## config.mk

```make
export PLATFORM = sky130hd
export DESIGN_NAME = xbm_hex_to_pixel_decoder
export DESIGN_NICKNAME = d
export VERILOG_FILES = /design/src/hdl/xbm_pkg.sv /design/src/hdl/xbm_hex_to_pixel_decoder.sv /design/src/hdl/xbm_fifo.sv /design/src/hdl/xbm_cfg.sv /design/src/hdl/xbm_front.sv /design/src/hdl/xbm_back.sv
export SDC_FILE = /design/constraint.sdc
export NUM_CORES = 1
export LEC_CHECK = 0
export BUFFER_PORTS_ARGS = -buffer_cell sky130_fd_sc_hd__buf_2
export CORE_UTILIZATION = 40
export CTS_CLUSTER_DIAMETER = 100
export CTS_CLUSTER_SIZE = 10
export DETAILED_ROUTE_END_ITERATION = 6
export HOLD_SLACK_MARGIN = 0.15
export PLACE_DENSITY_LB_ADDON = 0.3
export SYNTH_ARGS = -nofsm -noshare
export SYNTH_HDL_FRONTEND = slang
export SYNTH_SLANG_ARGS = --single-unit
```

## constraint.sdc

```tcl
create_clock -name i_clk -period 7.5 [get_ports i_clk]
set_clock_uncertainty 0.05 [all_clocks]
set_input_delay 0.75 -clock i_clk [delete_from_list [all_inputs] [get_ports i_clk]]
set_output_delay 0.75 -clock i_clk [all_outputs]
set_load 0.05 [all_outputs]
```

## src/hdl/xbm_pkg.sv

```systemverilog
// Shared types, codes and character helpers for the XBM body decoder.
`default_nettype none
package xbm_pkg;

    localparam int unsigned XBM_MAX_DIM = 4096;
    localparam int unsigned CFG_DATA_W  = 13;

    localparam logic [31:0] PIX_BLACK = 32'hFF000000;
    localparam logic [31:0] PIX_WHITE = 32'hFFFFFFFF;

    typedef logic [1:0] t_cfg_idx;
    localparam t_cfg_idx CFG_IDX_WIDTH  = 2'd0;
    localparam t_cfg_idx CFG_IDX_HEIGHT = 2'd1;
    localparam t_cfg_idx CFG_IDX_MODE   = 2'd2;

    localparam logic [7:0] CH_SPACE  = 8'h20;
    localparam logic [7:0] CH_COMMA  = 8'h2C;
    localparam logic [7:0] CH_RBRACE = 8'h7D;
    localparam logic [7:0] CH_LF     = 8'h0A;
    localparam logic [7:0] CH_TAB    = 8'h09;

    typedef struct packed {
        logic [7:0] char_code;
        logic       end_of_stream;
    } t_item;

    typedef struct packed {
        logic [31:0] pixel_color;
        logic        last_of_run;
        logic        image_complete;
        logic        load_error;
    } t_result;

    // One finished word (or the early-end marker) handed to the pixel expander.
    typedef struct packed {
        logic        is_err;
        logic        last_word;
        logic [15:0] word;
    } t_cmd;

    typedef struct packed {
        logic mode;
        logic has_pad;
        logic busy;
        logic load;
    } t_cfg_ctrl;

    // Returns {valid, value} for an ASCII hex digit.
    function automatic logic [4:0] hex_digit(input logic [7:0] c);
        logic [4:0] r;
        r = '0;
        if (c inside {[8'h30:8'h39]}) begin
            r = {1'b1, 4'(c - 8'h30)};
        end else if (c inside {[8'h41:8'h46]}) begin
            r = {1'b1, 4'(c - 8'h37)};
        end else if (c inside {[8'h61:8'h66]}) begin
            r = {1'b1, 4'(c - 8'h57)};
        end
        return r;
    endfunction

    function automatic logic is_delim(input logic [7:0] c);
        return c inside {CH_SPACE, CH_COMMA, CH_RBRACE, CH_LF, CH_TAB};
    endfunction

endpackage
`default_nettype wire

```

## src/hdl/xbm_hex_to_pixel_decoder.sv

```systemverilog
// Top level of the XBM body decoder: classifier, word queue, expander, result queue.
// Accepts one body character per cycle while the four-entry word queue has room.
// Digits and ignored characters produce nothing; a delimiter that closes a word
// yields min(8, bits left in the row) pixels per byte, one or two bytes per word,
// so up to 16 results, which the pixel expander delivers one per cycle into a
// two-entry result queue while that queue has room. Sustained rate is therefore
// set by the expander. After reset and after each write to width, height or mode,
// full stays high while the row length times the height is multiplied out into
// the word total. End of stream before the last word gives a single error result;
// once the image is done or has failed, further input is taken and dropped.
`default_nettype none
module xbm_hex_to_pixel_decoder #(
    parameter int unsigned MAX_DIMENSION = xbm_pkg::XBM_MAX_DIM
) (
    input  wire logic                           i_clk,
    input  wire logic                           i_rst_n,
    input  wire logic                           push,
    input  wire xbm_pkg::t_item                 i_item,
    output logic                                full,
    output logic                                empty,
    input  wire logic                           pop,
    output xbm_pkg::t_result                    o_result,
    input  wire logic                           i_cfg_we,
    input  wire xbm_pkg::t_cfg_idx              i_cfg_idx,
    input  wire logic [xbm_pkg::CFG_DATA_W-1:0] i_cfg_data
);
    import xbm_pkg::*;

    localparam int unsigned DIM_W   = $clog2(MAX_DIMENSION + 1);
    localparam int unsigned BPR_MAX = (MAX_DIMENSION + 7) / 8 + 1;
    localparam int unsigned BPR_W   = $clog2(BPR_MAX + 1);
    localparam int unsigned TOT_W   = BPR_W + DIM_W;
    localparam int unsigned CMD_W   = $bits(t_cmd);
    localparam int unsigned RES_W   = $bits(t_result);
    localparam int unsigned CMD_DEPTH = 4;
    localparam int unsigned RES_DEPTH = 2;

    logic [DIM_W-1:0] width;
    logic [BPR_W-1:0] bpr;
    logic [TOT_W-1:0] total;
    t_cfg_ctrl        ctrl;

    logic             cmd_push, cmd_full, cmd_empty, cmd_pop;
    t_cmd             cmd_in;
    logic [CMD_W-1:0] cmd_q;
    logic             res_push, res_full;
    t_result          res_in;
    logic [RES_W-1:0] res_q;

    xbm_cfg #(
        .MAX_DIMENSION(MAX_DIMENSION),
        .DIM_W(DIM_W),
        .BPR_W(BPR_W),
        .TOT_W(TOT_W)
    ) u_cfg (
        .i_clk(i_clk),
        .i_rst_n(i_rst_n),
        .i_cfg_we(i_cfg_we),
        .i_cfg_idx(i_cfg_idx),
        .i_cfg_data(i_cfg_data),
        .o_width(width),
        .o_bpr(bpr),
        .o_total(total),
        .o_ctrl(ctrl)
    );

    xbm_front #(
        .TOT_W(TOT_W)
    ) u_front (
        .i_clk(i_clk),
        .i_rst_n(i_rst_n),
        .push(push),
        .i_item(i_item),
        .full(full),
        .i_ctrl(ctrl),
        .i_total(total),
        .i_cmd_full(cmd_full),
        .o_cmd_push(cmd_push),
        .o_cmd(cmd_in)
    );

    xbm_fifo #(
        .WIDTH(CMD_W),
        .DEPTH(CMD_DEPTH)
    ) u_cmd_q (
        .i_clk(i_clk),
        .i_rst_n(i_rst_n),
        .i_push(cmd_push),
        .i_data(cmd_in),
        .o_full(cmd_full),
        .i_pop(cmd_pop),
        .o_data(cmd_q),
        .o_empty(cmd_empty)
    );

    xbm_back #(
        .DIM_W(DIM_W),
        .BPR_W(BPR_W)
    ) u_back (
        .i_clk(i_clk),
        .i_rst_n(i_rst_n),
        .i_ctrl(ctrl),
        .i_width(width),
        .i_bpr(bpr),
        .i_cmd_valid(~cmd_empty),
        .i_cmd(t_cmd'(cmd_q)),
        .o_cmd_pop(cmd_pop),
        .i_res_full(res_full),
        .o_res_push(res_push),
        .o_res(res_in)
    );

    xbm_fifo #(
        .WIDTH(RES_W),
        .DEPTH(RES_DEPTH)
    ) u_res_q (
        .i_clk(i_clk),
        .i_rst_n(i_rst_n),
        .i_push(res_push),
        .i_data(res_in),
        .o_full(res_full),
        .i_pop(pop),
        .o_data(res_q),
        .o_empty(empty)
    );

    assign o_result = t_result'(res_q);
endmodule
`default_nettype wire

```

## src/hdl/xbm_fifo.sv

```systemverilog
// Small register-based FIFO used for the word queue and the result queue.
`default_nettype none
module xbm_fifo #(
    parameter int unsigned WIDTH = 8,
    parameter int unsigned DEPTH = 2
) (
    input  wire logic             i_clk,
    input  wire logic             i_rst_n,
    input  wire logic             i_push,
    input  wire logic [WIDTH-1:0] i_data,
    output logic                  o_full,
    input  wire logic             i_pop,
    output logic [WIDTH-1:0]      o_data,
    output logic                  o_empty
);
    localparam int unsigned PTR_W = $clog2(DEPTH);
    localparam int unsigned CNT_W = $clog2(DEPTH + 1);

    logic [WIDTH-1:0] r_mem [DEPTH];
    logic [PTR_W-1:0] r_wr, r_rd;
    logic [CNT_W-1:0] r_count;
    logic             do_push, do_pop;

    function automatic logic [PTR_W-1:0] ptr_inc(input logic [PTR_W-1:0] p);
        return (p == PTR_W'(DEPTH - 1)) ? '0 : p + PTR_W'(1);
    endfunction

    assign o_full  = (r_count == CNT_W'(DEPTH));
    assign o_empty = (r_count == '0);
    assign o_data  = r_mem[r_rd];
    assign do_push = i_push & ~o_full;
    assign do_pop  = i_pop & ~o_empty;

    always_ff @(posedge i_clk) begin
        if (do_push) begin
            r_mem[r_wr] <= i_data;
        end
    end

    always_ff @(posedge i_clk) begin
        if (!i_rst_n) begin
            r_wr    <= '0;
            r_rd    <= '0;
            r_count <= '0;
        end else begin
            if (do_push) r_wr <= ptr_inc(r_wr);
            if (do_pop)  r_rd <= ptr_inc(r_rd);
            case ({do_push, do_pop})
                2'b10:   r_count <= r_count + CNT_W'(1);
                2'b01:   r_count <= r_count - CNT_W'(1);
                default: r_count <= r_count;
            endcase
        end
    end
endmodule
`default_nettype wire

```

## src/hdl/xbm_cfg.sv

```systemverilog
// Configuration registers, row geometry and the per-image word total.
`default_nettype none
module xbm_cfg #(
    parameter int unsigned MAX_DIMENSION = 4096,
    parameter int unsigned DIM_W         = 13,
    parameter int unsigned BPR_W         = 10,
    parameter int unsigned TOT_W         = 23
) (
    input  wire logic                            i_clk,
    input  wire logic                            i_rst_n,
    input  wire logic                            i_cfg_we,
    input  wire xbm_pkg::t_cfg_idx               i_cfg_idx,
    input  wire logic [xbm_pkg::CFG_DATA_W-1:0]  i_cfg_data,
    output logic [DIM_W-1:0]                     o_width,
    output logic [BPR_W-1:0]                     o_bpr,
    output logic [TOT_W-1:0]                     o_total,
    output xbm_pkg::t_cfg_ctrl                   o_ctrl
);
    import xbm_pkg::*;

    localparam logic [1:0] SETUP_CYCLES = 2'd2;

    logic [DIM_W-1:0] r_width, r_height;
    logic             r_mode;
    logic [1:0]       r_setup;
    logic [TOT_W-1:0] r_prod;
    logic             has_pad;
    logic [DIM_W:0]   width_rnd;
    logic [TOT_W:0]   prod_inc;

    function automatic logic [DIM_W-1:0] clamp_dim(input logic [CFG_DATA_W-1:0] v);
        logic [DIM_W-1:0] r;
        if (v == '0) begin
            r = DIM_W'(1);
        end else if (32'(v) > 32'(MAX_DIMENSION)) begin
            r = DIM_W'(MAX_DIMENSION);
        end else begin
            r = DIM_W'(v);
        end
        return r;
    endfunction

    // Padding byte per row when the width leaves 1..8 bits in the last word.
    assign has_pad   = r_mode && (r_width[3:0] != 4'd0) && (r_width[3:0] < 4'd9);
    assign width_rnd = {1'b0, r_width} + (DIM_W + 1)'(7);
    assign o_bpr     = BPR_W'(width_rnd >> 3) + BPR_W'(has_pad);
    assign o_width   = r_width;
    assign prod_inc  = {1'b0, r_prod} + (TOT_W + 1)'(1);
    assign o_total   = r_mode ? prod_inc[TOT_W:1] : r_prod;

    assign o_ctrl.mode    = r_mode;
    assign o_ctrl.has_pad = has_pad;
    assign o_ctrl.busy    = (r_setup != 2'd0);
    assign o_ctrl.load    = (r_setup == 2'd1);

    always_ff @(posedge i_clk) begin
        r_prod <= TOT_W'(o_bpr) * TOT_W'(r_height);
    end

    always_ff @(posedge i_clk) begin
        if (!i_rst_n) begin
            r_width  <= DIM_W'(1);
            r_height <= DIM_W'(1);
            r_mode   <= 1'b0;
            r_setup  <= SETUP_CYCLES;
        end else begin
            r_setup <= (r_setup != 2'd0) ? r_setup - 2'd1 : 2'd0;
            if (i_cfg_we) begin
                case (i_cfg_idx)
                    CFG_IDX_WIDTH: begin
                        r_width <= clamp_dim(i_cfg_data);
                        r_setup <= SETUP_CYCLES;
                    end
                    CFG_IDX_HEIGHT: begin
                        r_height <= clamp_dim(i_cfg_data);
                        r_setup  <= SETUP_CYCLES;
                    end
                    CFG_IDX_MODE: begin
                        r_mode  <= i_cfg_data[0];
                        r_setup <= SETUP_CYCLES;
                    end
                    default: begin
                        r_setup <= (r_setup != 2'd0) ? r_setup - 2'd1 : 2'd0;
                    end
                endcase
            end
        end
    end
endmodule
`default_nettype wire

```

## src/hdl/xbm_front.sv

```systemverilog
// Character classifier: gathers hex digits and queues each finished word or the early-end marker.
`default_nettype none
module xbm_front #(
    parameter int unsigned TOT_W = 23
) (
    input  wire logic               i_clk,
    input  wire logic               i_rst_n,
    input  wire logic               push,
    input  wire xbm_pkg::t_item     i_item,
    output logic                    full,
    input  wire xbm_pkg::t_cfg_ctrl i_ctrl,
    input  wire logic [TOT_W-1:0]   i_total,
    input  wire logic               i_cmd_full,
    output logic                    o_cmd_push,
    output xbm_pkg::t_cmd           o_cmd
);
    import xbm_pkg::*;

    logic [15:0]      r_acc;
    logic             r_seen;
    logic             r_finished;
    logic [TOT_W-1:0] r_words;
    logic [4:0]       hex;
    logic             live, is_eos, is_dig, is_end;

    assign full   = i_cmd_full | i_ctrl.busy;
    assign hex    = hex_digit(i_item.char_code);
    assign live   = push & ~full & ~r_finished;
    assign is_eos = live & i_item.end_of_stream;
    assign is_dig = live & ~i_item.end_of_stream & hex[4];
    assign is_end = live & ~i_item.end_of_stream & ~hex[4] &
                    is_delim(i_item.char_code) & r_seen;

    assign o_cmd_push      = is_eos | is_end;
    assign o_cmd.is_err    = is_eos;
    assign o_cmd.last_word = (r_words == TOT_W'(1));
    assign o_cmd.word      = r_acc;

    always_ff @(posedge i_clk) begin
        if (!i_rst_n) begin
            r_acc      <= '0;
            r_seen     <= 1'b0;
            r_finished <= 1'b0;
            r_words    <= '0;
        end else if (i_ctrl.load) begin
            r_acc      <= '0;
            r_seen     <= 1'b0;
            r_finished <= 1'b0;
            r_words    <= i_total;
        end else begin
            if (is_dig) begin
                r_acc  <= {r_acc[11:0], hex[3:0]};
                r_seen <= 1'b1;
            end
            if (is_end) begin
                r_acc  <= '0;
                r_seen <= 1'b0;
                if (r_words != '0) r_words <= r_words - TOT_W'(1);
                if (r_words == TOT_W'(1)) r_finished <= 1'b1;
            end
            if (is_eos) r_finished <= 1'b1;
        end
    end

    a_no_push_when_full: assert property (@(posedge i_clk) disable iff (!i_rst_n)
        o_cmd_push |-> !i_cmd_full)
        else $error("word queue written while full");

    a_finished_holds: assert property (@(posedge i_clk) disable iff (!i_rst_n)
        (r_finished && !i_ctrl.load) |=> r_finished)
        else $error("finished flag dropped without restart");
endmodule
`default_nettype wire

```

## src/hdl/xbm_back.sv

```systemverilog
// Pixel expander: walks each queued word bit by bit with row trimming.
`default_nettype none
module xbm_back #(
    parameter int unsigned DIM_W = 13,
    parameter int unsigned BPR_W = 10
) (
    input  wire logic               i_clk,
    input  wire logic               i_rst_n,
    input  wire xbm_pkg::t_cfg_ctrl i_ctrl,
    input  wire logic [DIM_W-1:0]   i_width,
    input  wire logic [BPR_W-1:0]   i_bpr,
    input  wire logic               i_cmd_valid,
    input  wire xbm_pkg::t_cmd      i_cmd,
    output logic                    o_cmd_pop,
    input  wire logic               i_res_full,
    output logic                    o_res_push,
    output xbm_pkg::t_result        o_res
);
    import xbm_pkg::*;

    logic [DIM_W-1:0] r_rbl;
    logic [BPR_W-1:0] r_pos;
    logic [2:0]       r_bit;
    logic             r_hi;

    logic [3:0]       n;
    logic             bit_last, skip_hi, final_byte, go, word_done;
    logic [7:0]       cur_byte;
    logic [BPR_W:0]   pos_inc1, pos_inc2, pos_wrap1, pos_wrap2;
    logic [DIM_W-1:0] rbl_rem;

    always_comb begin
        n          = (r_rbl < DIM_W'(8)) ? 4'(r_rbl) : 4'd8;
        bit_last   = (({1'b0, r_bit} + 4'd1) == n);
        cur_byte   = r_hi ? i_cmd.word[15:8] : i_cmd.word[7:0];
        pos_inc1   = {1'b0, r_pos} + (BPR_W + 1)'(1);
        pos_wrap1  = (pos_inc1 == {1'b0, i_bpr}) ? '0 : pos_inc1;
        pos_inc2   = {1'b0, r_pos} + (BPR_W + 1)'(2);
        pos_wrap2  = (pos_inc2 >= {1'b0, i_bpr}) ? pos_inc2 - {1'b0, i_bpr} : pos_inc2;
        // Drop the padding high byte of a row's last word.
        skip_hi    = i_ctrl.has_pad && (pos_wrap2 == '0);
        final_byte = ~i_ctrl.mode | r_hi | skip_hi;
        rbl_rem    = r_rbl - DIM_W'(n);
        go         = i_cmd_valid & ~i_res_full;
        word_done  = bit_last & final_byte;

        o_res_push = go;
        o_cmd_pop  = go & (i_cmd.is_err | word_done);
        if (i_cmd.is_err) begin
            o_res.pixel_color    = '0;
            o_res.last_of_run    = 1'b0;
            o_res.image_complete = 1'b0;
            o_res.load_error     = 1'b1;
        end else begin
            o_res.pixel_color    = cur_byte[r_bit] ? PIX_BLACK : PIX_WHITE;
            o_res.last_of_run    = word_done;
            o_res.image_complete = word_done & i_cmd.last_word;
            o_res.load_error     = 1'b0;
        end
    end

    always_ff @(posedge i_clk) begin
        if (!i_rst_n) begin
            r_rbl <= DIM_W'(1);
            r_pos <= '0;
            r_bit <= '0;
            r_hi  <= 1'b0;
        end else if (i_ctrl.load) begin
            r_rbl <= i_width;
            r_pos <= '0;
            r_bit <= '0;
            r_hi  <= 1'b0;
        end else if (go && !i_cmd.is_err) begin
            if (bit_last) begin
                r_bit <= '0;
                r_rbl <= (rbl_rem == '0) ? i_width : rbl_rem;
                if (final_byte) begin
                    r_hi  <= 1'b0;
                    r_pos <= i_ctrl.mode ? BPR_W'(pos_wrap2) : BPR_W'(pos_wrap1);
                end else begin
                    r_hi <= 1'b1;
                end
            end else begin
                r_bit <= r_bit + 3'd1;
            end
        end
    end

    a_no_res_overrun: assert property (@(posedge i_clk) disable iff (!i_rst_n)
        o_res_push |-> !i_res_full)
        else $error("result queue written while full");

    a_bit_in_byte: assert property (@(posedge i_clk) disable iff (!i_rst_n)
        (i_cmd_valid && !i_cmd.is_err) |-> ({1'b0, r_bit} < n))
        else $error("bit index past the trimmed byte");

    a_row_nonzero: assert property (@(posedge i_clk) disable iff (!i_rst_n)
        r_rbl != '0)
        else $error("row bit count reached zero");
endmodule
`default_nettype wire

```

* After elaboration in Yosys (flattened, before gate mapping)
Memories as Yosys holds them, arrays and structs flattened. A register that Yosys moved wholly into a read port is not among the register bits.
Cells that the tools add are included.
** Operators by class
- $add $sub $neg :: 22
- Multiply operators :: 1
- Divide/modulo/power cells :: 0
- Order comparisons :: 11
- Eq/ne operators :: 19
- Shift-type cells :: 0
- Muxes and demuxes :: 44
- Bitwise logic cells :: 31
- Reduce and logical (&&, ||, !) cells :: 37
** Operator list (number)
- 23-bit two-way mux :: 4
- 13-bit two-way mux :: 6
- 35-bit two-way mux :: 1
- 13-bit zero test :: 2
- 23-bit by 1-bit adder with 24-bit output (second input constant) :: 1
- 24-bit two-way mux :: 1
- 23-bit by 1-bit equality test with 1-bit output (second input constant) :: 1
- 10-bit by 13-bit multiplier with 23-bit output :: 1
- 23-bit nonzero test :: 1
- 23-bit by 1-bit subtractor with 23-bit output (second input constant) :: 1
- 10-bit two-way mux :: 2
- 2-bit nonzero test :: 9
- 1-bit bitwise AND :: 16
- 8-bit by 4-bit equality test with 1-bit output (second input constant) :: 2
- 8-bit by 6-bit equality test with 1-bit output (second input constant) :: 2
- 8-bit by 7-bit greater-or-equal comparator with 1-bit output (second input constant) :: 2
- 8-bit by 7-bit <= comparator with 1-bit output (second input constant) :: 2
- 5-bit two-way mux :: 3
- 2-bit two-way mux :: 7
- 2-bit AND reduction :: 7
- 13-bit by 3-bit adder with 13-bit output (second input constant) :: 1
- 13-bit > comparator (second input constant) :: 1
- 13-bit by 4-bit less-than comparator with 1-bit output (second input constant) :: 1
- 1-bit two-way mux :: 13
- other kinds (43) :: 78
** Word-level totals
- Bits in registers :: 131
- Latch bits :: 0
- Memory bits (writable) :: 142
- Bits in read-only memories :: 0
- Input bits :: 29
- Output and inout port bits :: 37
- Memories :: 2
** Memories
- u_cmd_q.r_mem :: depth 4, width 18, rd ports 1, clocked after Yosys merged registers in 1, wr ports 1, RTL line xbm_fifo.sv:19 : logic [WIDTH-1:0] r_mem [DEPTH];
- u_res_q.r_mem :: depth 2, width 35, rd ports 1, clocked after Yosys merged registers in 1, wr ports 1, RTL line xbm_fifo.sv:19

* Depth between registers and ports, before layout
Gate-level depths: netlist (run 1).
- Depth in word-level cells :: 15
- Depth in mapped cells :: 29

* Modules after synthesis
A second synthesis (run 1) with hierarchy kept.
** Second synthesis, totals
- Cells, all modules :: 1836
- Area total of the unflattened synthesis :: 18557.8 sq um
** By module, submodules not included
- xbm_cfg :: instances 1, cells an instance 826, area an instance 6937.9 sq um, sequential area each 1041.0 sq um
- xbm_back :: instances 1, cells an instance 443, area an instance 3459.6 sq um, sequential area each 540.5 sq um
- xbm_fifo at u_cmd_q :: instances 1, cells an instance 150, area an instance 3133.0 sq um, sequential area each 2342.2 sq um
- xbm_fifo at u_res_q :: instances 1, cells an instance 135, area an instance 2752.6 sq um, sequential area each 2202.1 sq um
- xbm_front :: instances 1, cells an instance 281, area an instance 2270.9 sq um, sequential area each 820.8 sq um
- xbm_hex_to_pixel_decoder :: instances 1, cells an instance 1, area an instance 3.8 sq um, sequential area each 0.0 sq um

* Least setup slack after synthesis (run 1)
OpenSTA, ideal clock, no wires.
- Path type :: register to register
- Start point :: register u_cfg.r_width[0], in the netlist u_cfg.o_width[0]
- End point :: register u_cfg.r_prod[22]
- Setup time :: 0.063 ns
- Data arrival time :: 6.939 ns
- Required time :: 7.387 ns
- Path slack :: 0.448 ns
- Cell stages (with the launch flop) :: 30
- Buffers on the path :: 1
- Period minus slack after synthesis :: 7.052 ns
- Cells stage by stage :: dfxtp_1 > o31ai_2 > nand3_1 > inv_1 > ha_1 > ha_1 > nor2_1 > o21ai_0 > nand4_1 > xor2_1 > clkbuf_1 > nor2b_1 > fa_1 > inv_1 > fa_1 > fa_1 > inv_1 > fa_1 > inv_1 > fa_1 > inv_1 > ha_1 > a21oi_1 > o21ai_0 > a21oi_1 > o21ai_0 > nand3_1 > a31oi_1 > or4_1 > nand3_1
** On the way
- Cells in the longest elaborated chain, start to end :: 5
** Ends and longest elaborated chain
- start: declaration :: RTL line xbm_cfg.sv:23 : logic [DIM_W-1:0] r_width, r_height;
- start signal: assignment :: RTL line xbm_cfg.sv:71 : r_width <= clamp_dim(i_cfg_data);
- parallel branches: the longest is 3 deep, another holds 13-bit by 3-bit adder with 13-bit output
- 10-bit by 1-bit adder with 10-bit output (*) :: RTL line xbm_cfg.sv:46 : assign o_bpr = BPR_W'(width_rnd >> 3) + BPR_W'(has_pad);
- 10-bit by 13-bit multiplier with 23-bit output (*) :: RTL line xbm_cfg.sv:57 : r_prod <= TOT_W'(o_bpr) * TOT_W'(r_height);
- end signal: assignment :: RTL line xbm_cfg.sv:57
- end: declaration :: RTL line xbm_cfg.sv:26 : logic [TOT_W-1:0] r_prod;
Mark *: on every way between the ends.
A chain may end at the register's enable or synchronous reset.

* Final worst setup path (run 1)
- Start point :: register u_cfg.r_width[0], in the netlist u_cfg.o_width[0]
- End point :: register u_cfg.r_prod[14]
Same word-level chain as after synthesis.

==> metrics.cfg, run 1 <==
[logic_synthesis]
synth_mux_area_share_pct = 5.67
synth_top_flop_cell = dfxtp_1
synth_simple_gate_area_share_pct = 18.9
synthDominantCellAreaShare_pct = 16.9
netlist_instances = 1715
synth_nets = 1921
ys_seq_elements = 216
synth_cell_type_count = 83
main_combinational_cell_family_by_area_after_synthesis = simple AND/OR/NAND/NOR gates
synth_compound_gate_area_share_pct = 12.3
synth.yosys.warnings = 0
synthArstFlopShare_pct = 0
ys_seq_area_share_pct = 32.4
post_synth_main_area_contributors = dfxtp_1 (17%), edfxtp_1 (16%), fa_1 (11%), ha_1 (7.0%), nand2_1 (4.4%)
synth-edff-count = 82
syn_area_mm2 = 0.0159
postSynthAreaPerCell_um2 = 9.25
synthDominantAreaCellType = dfxtp_1
post_synth_xor_area_fraction_pct = 5.66
post_synth_fa_ha_maj_area_fraction_pct = 18.1

[place]
gp_routability_congestion = 0.877
input_output_buffers = 65
dpl_cells = 2217
hpwl_um = 29000

[floorplanning]
die_width_um = 201
design.core.area_mm2 = 0.0389
die_h_um = 201
number_of_rows_created_at_floorplan = 72
die-area_mm2 = 0.0405
io_pins = 66
floorplan.initialDensity_pct = 40.8

[routing]
drt-met1-wl_um = 17800
count_of_unresolved_drc_violations_after_routing = 0
route.detailed.wl_per_inst_um = 17.0
route.detailed.vias_per_inst = 5.37
met3_length_um = 1830
finalWirelength_um = 38500
route.antenna.remaining_nets = 0
drt_pre_antenna_iters = 5
route.met2.wl_um = 18000
dr.first_iter.drc_count = 656
vias = 12200
dr.max_layer_used = met4

[power]
power-per-cell-area_mw_per_mm2 = 246
pwr-share-comb_pct = 41.2
switchingPower_w = 0.00175
clkPwrFrac_pct = 25.8
static-leakage-power_nw = 7.11
internal_power_w = 0.00252
sw_frac_of_total_pct = 41.0
peakVddDrop_v = 0.000220
power.share.sequential_pct = 32.9

[critical_path]
r2r.worst_path.cells = 22
critPathTopFamily = adder cells
worstPathBufferInverterCount = 3
type_of_element_launching_the_critical_path = flop
timing.critical_path.required_ns = 7.91
critical_path_depth = 22
endpoint_kind = flop
max_stage_delay_ns = 0.63
path_common_cell = fa_1
crit_path_cell_trace = or4_1, and2_1, ha_1, o21ai_1, a2111oi_1, xnor2_1, nand2_1, fa_1, fa_1, inv_1, fa_1, fa_1, inv_1, fa_1, inv_1, ha_1, o21ai_0, o21ba_2, o21bai_1, a21oi_1, or4b_2, o2111ai_1
critical_path_arrival_ns = 7.54
criticalPathCategory = reg2reg
critical_path.slowest_cell = or4b_2
path_max_fanout = 6

[global_routing]
grt_util_all_layers_pct = 19.2
grt-ovfl-total = 0
maximum_number_of_pins_on_one_net_before_global_route_repair = 57
grt_antenna_before_repair = 0
grt_pass1_wl_um = 63300
first_global_vias = 12000

[timing]
hold-worst-slack_ns = 0.408
final-setup-viol-count = 0
worstMarginPinSlew_ns = 1.16
post-route-period-util_pct = 95.1
setup-tns-final_ns = 0
max_freq_mhz = 140
timing.final.crit_period_ns = 7.13
maxSlewHeadroom_pct = 22.9
final_max_slew_viol_count = 0
setup_repair_after_global_routing_missed_its_margin = no
timing.final.hold_violations = 0

[clock_network]
cts-hold-fix-buffers = 0
clock_sink_count = 216
clock_tree.root_cell = clkbuf_16
tritoncts.num_buffers = 25
path_clk_slew_ns = 0.06
max-clock-path-buffers = 3
clock_insertion_delay_at_the_later_pin_of_the_skew_report_ns = 0.54
clock_tree_from_tritoncts = built
htree_levels = 1

[finish]
layout.cells.non_filler = 2266
syn_to_final_growth_pct = 9.13
nets = 1940
fillCellCount = 3717
register_area_mm2 = 0.00515
multiInputGateArea_mm2 = 0.00965
drive_above_1_share_pct = 10.4
diodes = 0

[min_path]
worstHoldPathCells = 2
hp-class = reg2reg

[run_status]
outcome = finished clean

[flow_run]
maxCapViolations = 0

## worst min-delay path: stages (launching register included)
cell and delay, ns:
dfxtp_1 0.31, inv_1 0.05, a21oi_1 0.05
## final timing paths
path	slack (ns)	to	from
max reg2reg	0.37	u_cfg.r_prod[14]	u_cfg.o_width[0]
min	0.41	u_front.r_seen	u_front.r_seen
max	0.37	u_cfg.r_prod[14]	u_cfg.o_width[0]
min reg2reg	0.41	u_front.r_seen	u_front.r_seen
## synthesized netlist by cell type, types with 14 or more instances
library cell	number
nand2_1	186
inv_1	155
dfxtp_1	134
a21oi_1	124
nor2_1	113
ha_1	89
fa_1	88
edfxtp_1	82
clkbuf_1	66
xnor2_1	59
and2_1	53
o21ai_0	51
nor2b_1	47
nor3_1	39
xor2_1	33
nand3_1	32
buf_4	30
mux2i_1	28
mux4_2	23
nand2b_1	22
a211oi_1	20
nand4_1	18
and3_1	16
a31oi_1	14
nor4_1	14
## cell type report
type | instances | share of cell area [%]
inverter | 155 | 3.36
timing repair buffer | 96 | 3.32
tap | 518 | 3.74
multi-input combinational | 1240 | 55.7
sequential | 216 | 29.7
clock inverter | 1 | 0.116
clock buffer | 40 | 4.00
## state kept, by name, indices dropped and copies added, names as in the netlist, 13 cells and up, named ones only
name / count
u_cfg.o_width: 13
u_front.r_acc: 16
u_cfg.r_height: 13
u_front.r_words: 23
u_cfg.r_prod: 23
u_cmd_q.r_mem: 72
u_back.r_rbl: 13
## cells in the final DEF (no fill, tap or decap), types with 32 or more instances in the layout
cell	instances
xnor2_1	58
nor2_1	113
a21oi_1	123
and2_1	53
fa_1	88
buf_2	65
nor2b_1	47
ha_1	89
nor3_1	39
dfxtp_1	133
edfxtp_1	82
o21ai_0	49
inv_1	155
xor2_1	32
nand2_1	186
## power groups by stage
stage | Clock, W | Sequential (W) | Combinational, W
finish | 0.00110 | 0.00141 | 0.00176
global route | 0.00117 | 0.00142 | 0.00191
CTS | 0.00113 | 0.00141 | 0.00176
detailed placement | 0 | 0.00143 | 0.00175
global placement | 0 | 0.00143 | 0.00173
floorplan | 0 | 0.00139 | 0.00150
## metrics by stage
stage | util [%] | instance area (um^2) | total power [W] | setup WS [ns]
floorplan | - | 15900 | 0.00289 | 0.448
global placement | 42.4 | 16500 | 0.00315 | 0.278
detailed placement | 42.4 | 16500 | 0.00318 | 0.166
CTS | 44.3 | 17200 | 0.00429 | 0.0731
global route | 44.5 | 17300 | 0.00450 | 0.0168
finish | 44.5 | 17300 | 0.00427 | 0.367
## logic make-up (layout without fill, tap and decap cells)
kind of cell,after synthesis,in the layout
other cells,1,1
compound gates,308,308
xor+xnor,96,96
simple gates,598,598
flops,216,216
mux,60,60
buf+inv,259,292
fa+ha+maj,177,177
## timing repair
| action | in CTS | in global routing |
|---|---|---|
| buffers inserted | 0 | 8 |
| setup endpoints to repair | 0 | 6 |
| resized for setup | 0 | 8 |
## routing by layer
metal | GRT usage (%) | up-vias
li1 | - | 5938
met5 | 0 | -
met1 | 26.5 | 5889
met4 | 5.34 | 0
met2 | 31.6 | 273
met3 | 2.62 | 63
Note: power is estimated with default switching activity, not from simulation.
==> run 2: changes to the inputs <==
--- a/config.mk
+++ b/config.mk
@@ -12,6 +12,7 @@
 export DETAILED_ROUTE_END_ITERATION = 6
 export HOLD_SLACK_MARGIN = 0.15
 export PLACE_DENSITY_LB_ADDON = 0.3
+export REMOVE_ABC_BUFFERS = 1
 export SYNTH_ARGS = -nofsm -noshare
 export SYNTH_HDL_FRONTEND = slang
 export SYNTH_SLANG_ARGS = --single-unit
==> run 2 against run 1 <==
  * Global-route usage is 0.22 points lower
  * Cell area about the same
  * Critical endpoint unchanged
  * Worst hold slack better by 0.0072 ns
  * First-iteration DRC count up 12%
  * Critical path depth is 4 higher
  * Wire length down 1.1%
  * Clock-buffer cell count did not move
  * Largest power group unchanged
  * Utilization about the same
  * Sequential cell count unchanged
  * Sequential share of layout area about the same
==> metrics.cfg, run 2 (synthesis gave the netlist of run 1 again) <==
[global_routing]
grt_antenna_before_repair = 0
busiest_layer = met2
routing_usage_on_met2_pct = 31.2
grt_pass1_wl_um = 63100
grt_util_all_layers_pct = 19.0
grt-ovfl-total = 0
grt.met1_usage_pct = 26.2
maximum_number_of_pins_on_one_net_before_global_route_repair = 57
use_met3_pct = 2.17
first_global_vias = 12300

[power]
peakVddDrop_v = 0.000276
clkPwrFrac_pct = 26.2
power.share.sequential_pct = 33.0
static-leakage-power_nw = 7.10
sw_frac_of_total_pct = 40.9
power-per-cell-area_mw_per_mm2 = 247
totalPowerFinal_w = 0.00427
internal_power_w = 0.00253
pwr-share-comb_pct = 40.8
switchingPower_w = 0.00175

[timing]
worstMarginPinSlew_ns = 1.13
timing.final.crit_period_ns = 7.19
timing.final.hold_violations = 0
maxSlewHeadroom_pct = 24.5
final-setup-viol-count = 0
final_max_slew_viol_count = 0
max_freq_mhz = 139
post-route-period-util_pct = 95.9
hold-worst-slack_ns = 0.415

[clock_network]
cts-hold-fix-buffers = 0
clock_sink_count = 216
clock_tree_from_tritoncts = built
path_clk_slew_ns = 0.06
max-clock-path-buffers = 3
tritoncts.num_buffers = 25
htree_levels = 1
clock_insertion_delay_at_the_later_pin_of_the_skew_report_ns = 0.55
clock_tree.root_cell = clkbuf_16

[critical_path]
critical_path_arrival_ns = 7.59
launching_element_of_the_worst_setup_path = u_cfg.o_width[0]
endpoint_kind = flop
path_max_fanout = 6
type_of_element_launching_the_critical_path = flop
max_stage_delay_ns = 0.63
criticalPathCategory = reg2reg
path_common_cell = fa_1
regToRegStartpoint = u_cfg.o_width[0]
critical_path.slowest_cell = or4b_2
timing.critical_path.required_ns = 7.90

[floorplanning]
design.core.area_mm2 = 0.0389
floorplan.initialDensity_pct = 40.8
die-area_mm2 = 0.0405
die_h_um = 201
die_width_um = 201
number_of_rows_created_at_floorplan = 72
io_pins = 66

[routing]
finalWirelength_um = 38100
count_of_unresolved_drc_violations_after_routing = 0
route.detailed.vias_per_inst = 5.36
dr.first_iter.drc_count = 733
drt_pre_antenna_iters = 5
route.antenna.remaining_nets = 0
route.detailed.wl_per_inst_um = 16.8
vias = 12100

[place]
hpwl_um = 28000
post_dp_cell_area_mm2 = 0.0165
gp_routability_congestion = 0.883
input_output_buffers = 65

[finish]
diodes = 0
syn_to_final_growth_pct = 9.21
final_common_cell = nand2_1
layout_common_cells = nand2_1 (186), inv_1 (155), dfxtp_1 (133), a21oi_1 (123), nor2_1 (113)
drive_above_1_share_pct = 10.5
register_containing_the_most_flip_flops_in_the_final_layout = u_cmd_q.r_mem
layout.cell_area.non_filler_mm2 = 0.0173
nets = 1937
final_util_pct = 44.5
largest_reg_flops = 72
largest_registers = u_cmd_q.r_mem (72), u_cfg.r_prod (23), u_front.r_words (23)

[min_path]
hp-class = reg2reg
holdCritStartpoint = u_front.r_seen

[run_status]
outcome = finished clean

[flow_run]
maxCapViolations = 0

==> run 2: layer usage <==
| layer | share of wire [%] | wire [um] |
|---|---|---|
| met1 | 48 | 18100 |
| met2 | 46 | 17700 |
| met3 | 3.5 | 1350 |
| met4 | 2.5 | 964 |
| met5 | 0 | 0 |
==> run 2: layout make-up <==
class                   count  area, um^2
clock inverters             1        20.0
fillers                  3828       21600
flip-flops and latches    216        5150
clock buffers              40         702
repair buffers             93         536
multi-input cells        1240        9690
well taps                 518         648
inverters                 155         582
==> run 2: critical path, delay by kind of cell, from the launching register on <==
family | cells | cell delay [ns]
fa+ha+maj | 8 | 3.33
compound gates | 7 | 1.31
xor+xnor | 1 | 0.27
flops | 1 | 0.34
simple gates | 5 | 1.23
buf+inv | 5 | 0.56
==> run 2: path summary, 6_finish.rpt <==
| kind | to | slack, ns | depth (start not counted) |
|---|---|---|---|
| min | u_front.r_seen | 0.41 | 2 |
| max | u_cfg.r_prod[14] | 0.31 | 26 |
| max reg2reg | u_cfg.r_prod[14] | 0.31 | 26 |
| min reg2reg | u_front.r_seen | 0.41 | 2 |
==> run 2: through the flow <==
step / TNS, ns / std cells / worst slack (ns)
6_report: 0 / 2263 / 0.311
5_1_grt: -0.0863 / 2263 / -0.0556
4_1_cts: 0 / 2257 / 0.0969
3_5_place_dp: 0 / 2216 / 0.166
3_3_place_gp: 0 / 2216 / 0.307
2_1_floorplan: -0.103 / 1611 / -0.103
==> run 2: power by group through the flow <==
stage	Clock [W]	Sequential (W)	Combinational, W
3_3_place_gp	0	0.00143	0.00172
2_1_floorplan	0	0.00142	0.00132
3_5_place_dp	0	0.00143	0.00173
5_1_grt	0.00119	0.00142	0.00190
6_report	0.00112	0.00141	0.00174
4_1_cts	0.00115	0.00141	0.00174
==> run 2: what timing repair did <==
action                     4_1_cts  5_1_grt
buffers inserted                 0        6
setup endpoints to repair        0        4
gates resized for setup          0       12
==> run 3: changes to the inputs <==
--- a/config.mk
+++ b/config.mk
@@ -6,12 +6,13 @@
 export NUM_CORES = 1
 export LEC_CHECK = 0
 export BUFFER_PORTS_ARGS = -buffer_cell sky130_fd_sc_hd__buf_2
+export CORE_MARGIN = 3
 export CORE_UTILIZATION = 40
 export CTS_CLUSTER_DIAMETER = 100
 export CTS_CLUSTER_SIZE = 10
 export DETAILED_ROUTE_END_ITERATION = 6
 export HOLD_SLACK_MARGIN = 0.15
-export PLACE_DENSITY_LB_ADDON = 0.3
+export PLACE_DENSITY = 0.64
 export REMOVE_ABC_BUFFERS = 1
 export SYNTH_ARGS = -nofsm -noshare
 export SYNTH_HDL_FRONTEND = slang
==> run 3 against run 2 <==
  * Power down 0.73%
  * Final cell count up 0.13%
  * Cell area down 0.16%
  * Utilization down 0.071 points
  * Register-to-register slack better by 0.06 ns
  * Die area up 4.0%
  * Worst setup slack better by 0.061 ns
  * Critical path type unchanged
  * Highest routed layer unchanged
==> metrics.cfg, run 3 (synthesis gave the netlist of run 1 again) <==
[routing]
dr.first_iter.drc_count = 736
route.antenna.remaining_nets = 0
route.detailed.wl_per_inst_um = 16.8
vias = 12200
count_of_unresolved_drc_violations_after_routing = 0
drt_pre_antenna_iters = 5
finalWirelength_um = 38100
route.detailed.vias_per_inst = 5.40

[power]
peakVddDrop_v = 0.000269
power-per-cell-area_mw_per_mm2 = 245
static-leakage-power_nw = 7.09
totalPowerFinal_w = 0.00424

[global_routing]
first_global_vias = 12300
grt-ovfl-total = 0
grt_antenna_before_repair = 0
maximum_number_of_pins_on_one_net_before_global_route_repair = 57
grt_pass1_wl_um = 62700
grt_util_all_layers_pct = 18.1

[clock_network]
path_clk_slew_ns = 0.06
clock_tree_from_tritoncts = built
clock_sink_count = 216
htree_levels = 1
clock_insertion_delay_at_the_later_pin_of_the_skew_report_ns = 0.54
max-clock-path-buffers = 3
clock_tree.root_cell = clkbuf_16
tritoncts.num_buffers = 25
cts-hold-fix-buffers = 0

[place]
hpwl_um = 28500
input_output_buffers = 65
post_dp_cell_area_mm2 = 0.0165
gp_routability_congestion = 0.904
dpl_cells = 2217

[critical_path]
endpoint_kind = flop
path_max_fanout = 6
type_of_element_launching_the_critical_path = flop
criticalPathCategory = reg2reg
timing.critical_path.required_ns = 7.90
critical_path_arrival_ns = 7.53

[floorplanning]
io_pins = 66
number_of_rows_created_at_floorplan = 72
die_width_um = 205
design.core.area_mm2 = 0.0389
die_h_um = 205
die-area_mm2 = 0.0421
floorplan.initialDensity_pct = 40.8

[timing]
post-route-period-util_pct = 95.0
timing.final.hold_violations = 0
final-setup-viol-count = 0
maxSlewHeadroom_pct = 29.6
final_max_slew_viol_count = 0
max_freq_mhz = 140
timing.final.crit_period_ns = 7.13
worstMarginPinSlew_ns = 1.06

[finish]
diodes = 0
layout.cell_area.non_filler_mm2 = 0.0173
nets = 1939
register_containing_the_most_flip_flops_in_the_final_layout = u_cmd_q.r_mem
layout.cells.non_filler = 2266
drive_above_1_share_pct = 10.4
layout_common_cells = nand2_1 (186), inv_1 (155), dfxtp_1 (133), a21oi_1 (123), nor2_1 (113)
largest_reg_flops = 72
final_common_cell = nand2_1
largest_registers = u_cmd_q.r_mem (72), u_cfg.r_prod (23), u_front.r_words (23)
syn_to_final_growth_pct = 9.04

[flow_run]
maxCapViolations = 0

[min_path]
hp-class = reg2reg

[run_status]
outcome = finished clean

-- run 3: layer usage --
metal	global-route usage [%]	routed length, um	vias up	part of all wire [%]
met3	2.62	1890	69	5.0
li1	-	-	5927	-
met1	24.6	17300	5943	45
met5	0	0	-	0
met2	30.1	18000	302	47
met4	5.20	909	0	2.4
-- run 3: power breakdown --
group          total [W]  leakage, nW  internal [W]  switching [W]
clock            0.00109        0.339      0.000620       0.000467
sequential       0.00141         1.84       0.00131       0.000101
combinational    0.00175         4.92      0.000579        0.00117
-- run 3: worst paths after layout --
path | to | slack, ns | cells past startpoint | start
max reg2reg | u_cfg.r_prod[14] | 0.37 | 26 | u_cfg.o_width[0]
max | u_cfg.r_prod[14] | 0.37 | 26 | u_cfg.o_width[0]
min | u_front.r_seen | 0.40 | 2 | u_front.r_seen
min reg2reg | u_front.r_seen | 0.40 | 2 | u_front.r_seen
-- run 3: cell type report --
type	count	area, um^2
Fill cell	3768	21600
Multi-Input combinational cell	1240	9660
Sequential cell	216	5150
Clock buffer	40	682
Tap cell	518	648
Inverter	155	582
Timing Repair Buffer	95	554
Clock inverter	2	25.0
-- run 3: worst max-delay path, stage by stage (launching register included) --
cell and delay (ns):
dfxtp_1 0.37, o31ai_4 0.30, buf_4 0.19, and2_1 0.14
ha_1 0.20, ha_1 0.22, nor2_1 0.07, o21ai_2 0.18
nand4_1 0.22, xor2_2 0.25, buf_4 0.17, nand2b_1 0.16
fa_1 0.51, fa_1 0.51, inv_1 0.07, fa_1 0.53
fa_1 0.55, inv_1 0.06, fa_1 0.53, inv_1 0.04
ha_1 0.34, o21ai_1 0.13, o21ba_2 0.25, o21bai_1 0.14
a21oi_1 0.13, or4b_2 0.62, o2111ai_1 0.11
-- run 3: metrics by stage --
step           hold slack (ns)  TNS [ns]  worst slack [ns]  util, %
6_report                 0.403         0             0.371     44.4
5_1_grt                  0.440   -0.0539           -0.0526     44.4
4_1_cts                  0.403         0            0.0703     44.2
3_5_place_dp             0.387         0             0.128     42.4
3_3_place_gp             0.388         0             0.226     42.4
2_1_floorplan            0.376    -0.103            -0.103        -
-- run 3: timing repair --
| action | CTS | global route |
|---|---|---|
| setup buffers | 0 | 7 |
| resized for setup | 0 | 12 |
| setup endpoints to repair | 0 | 7 |
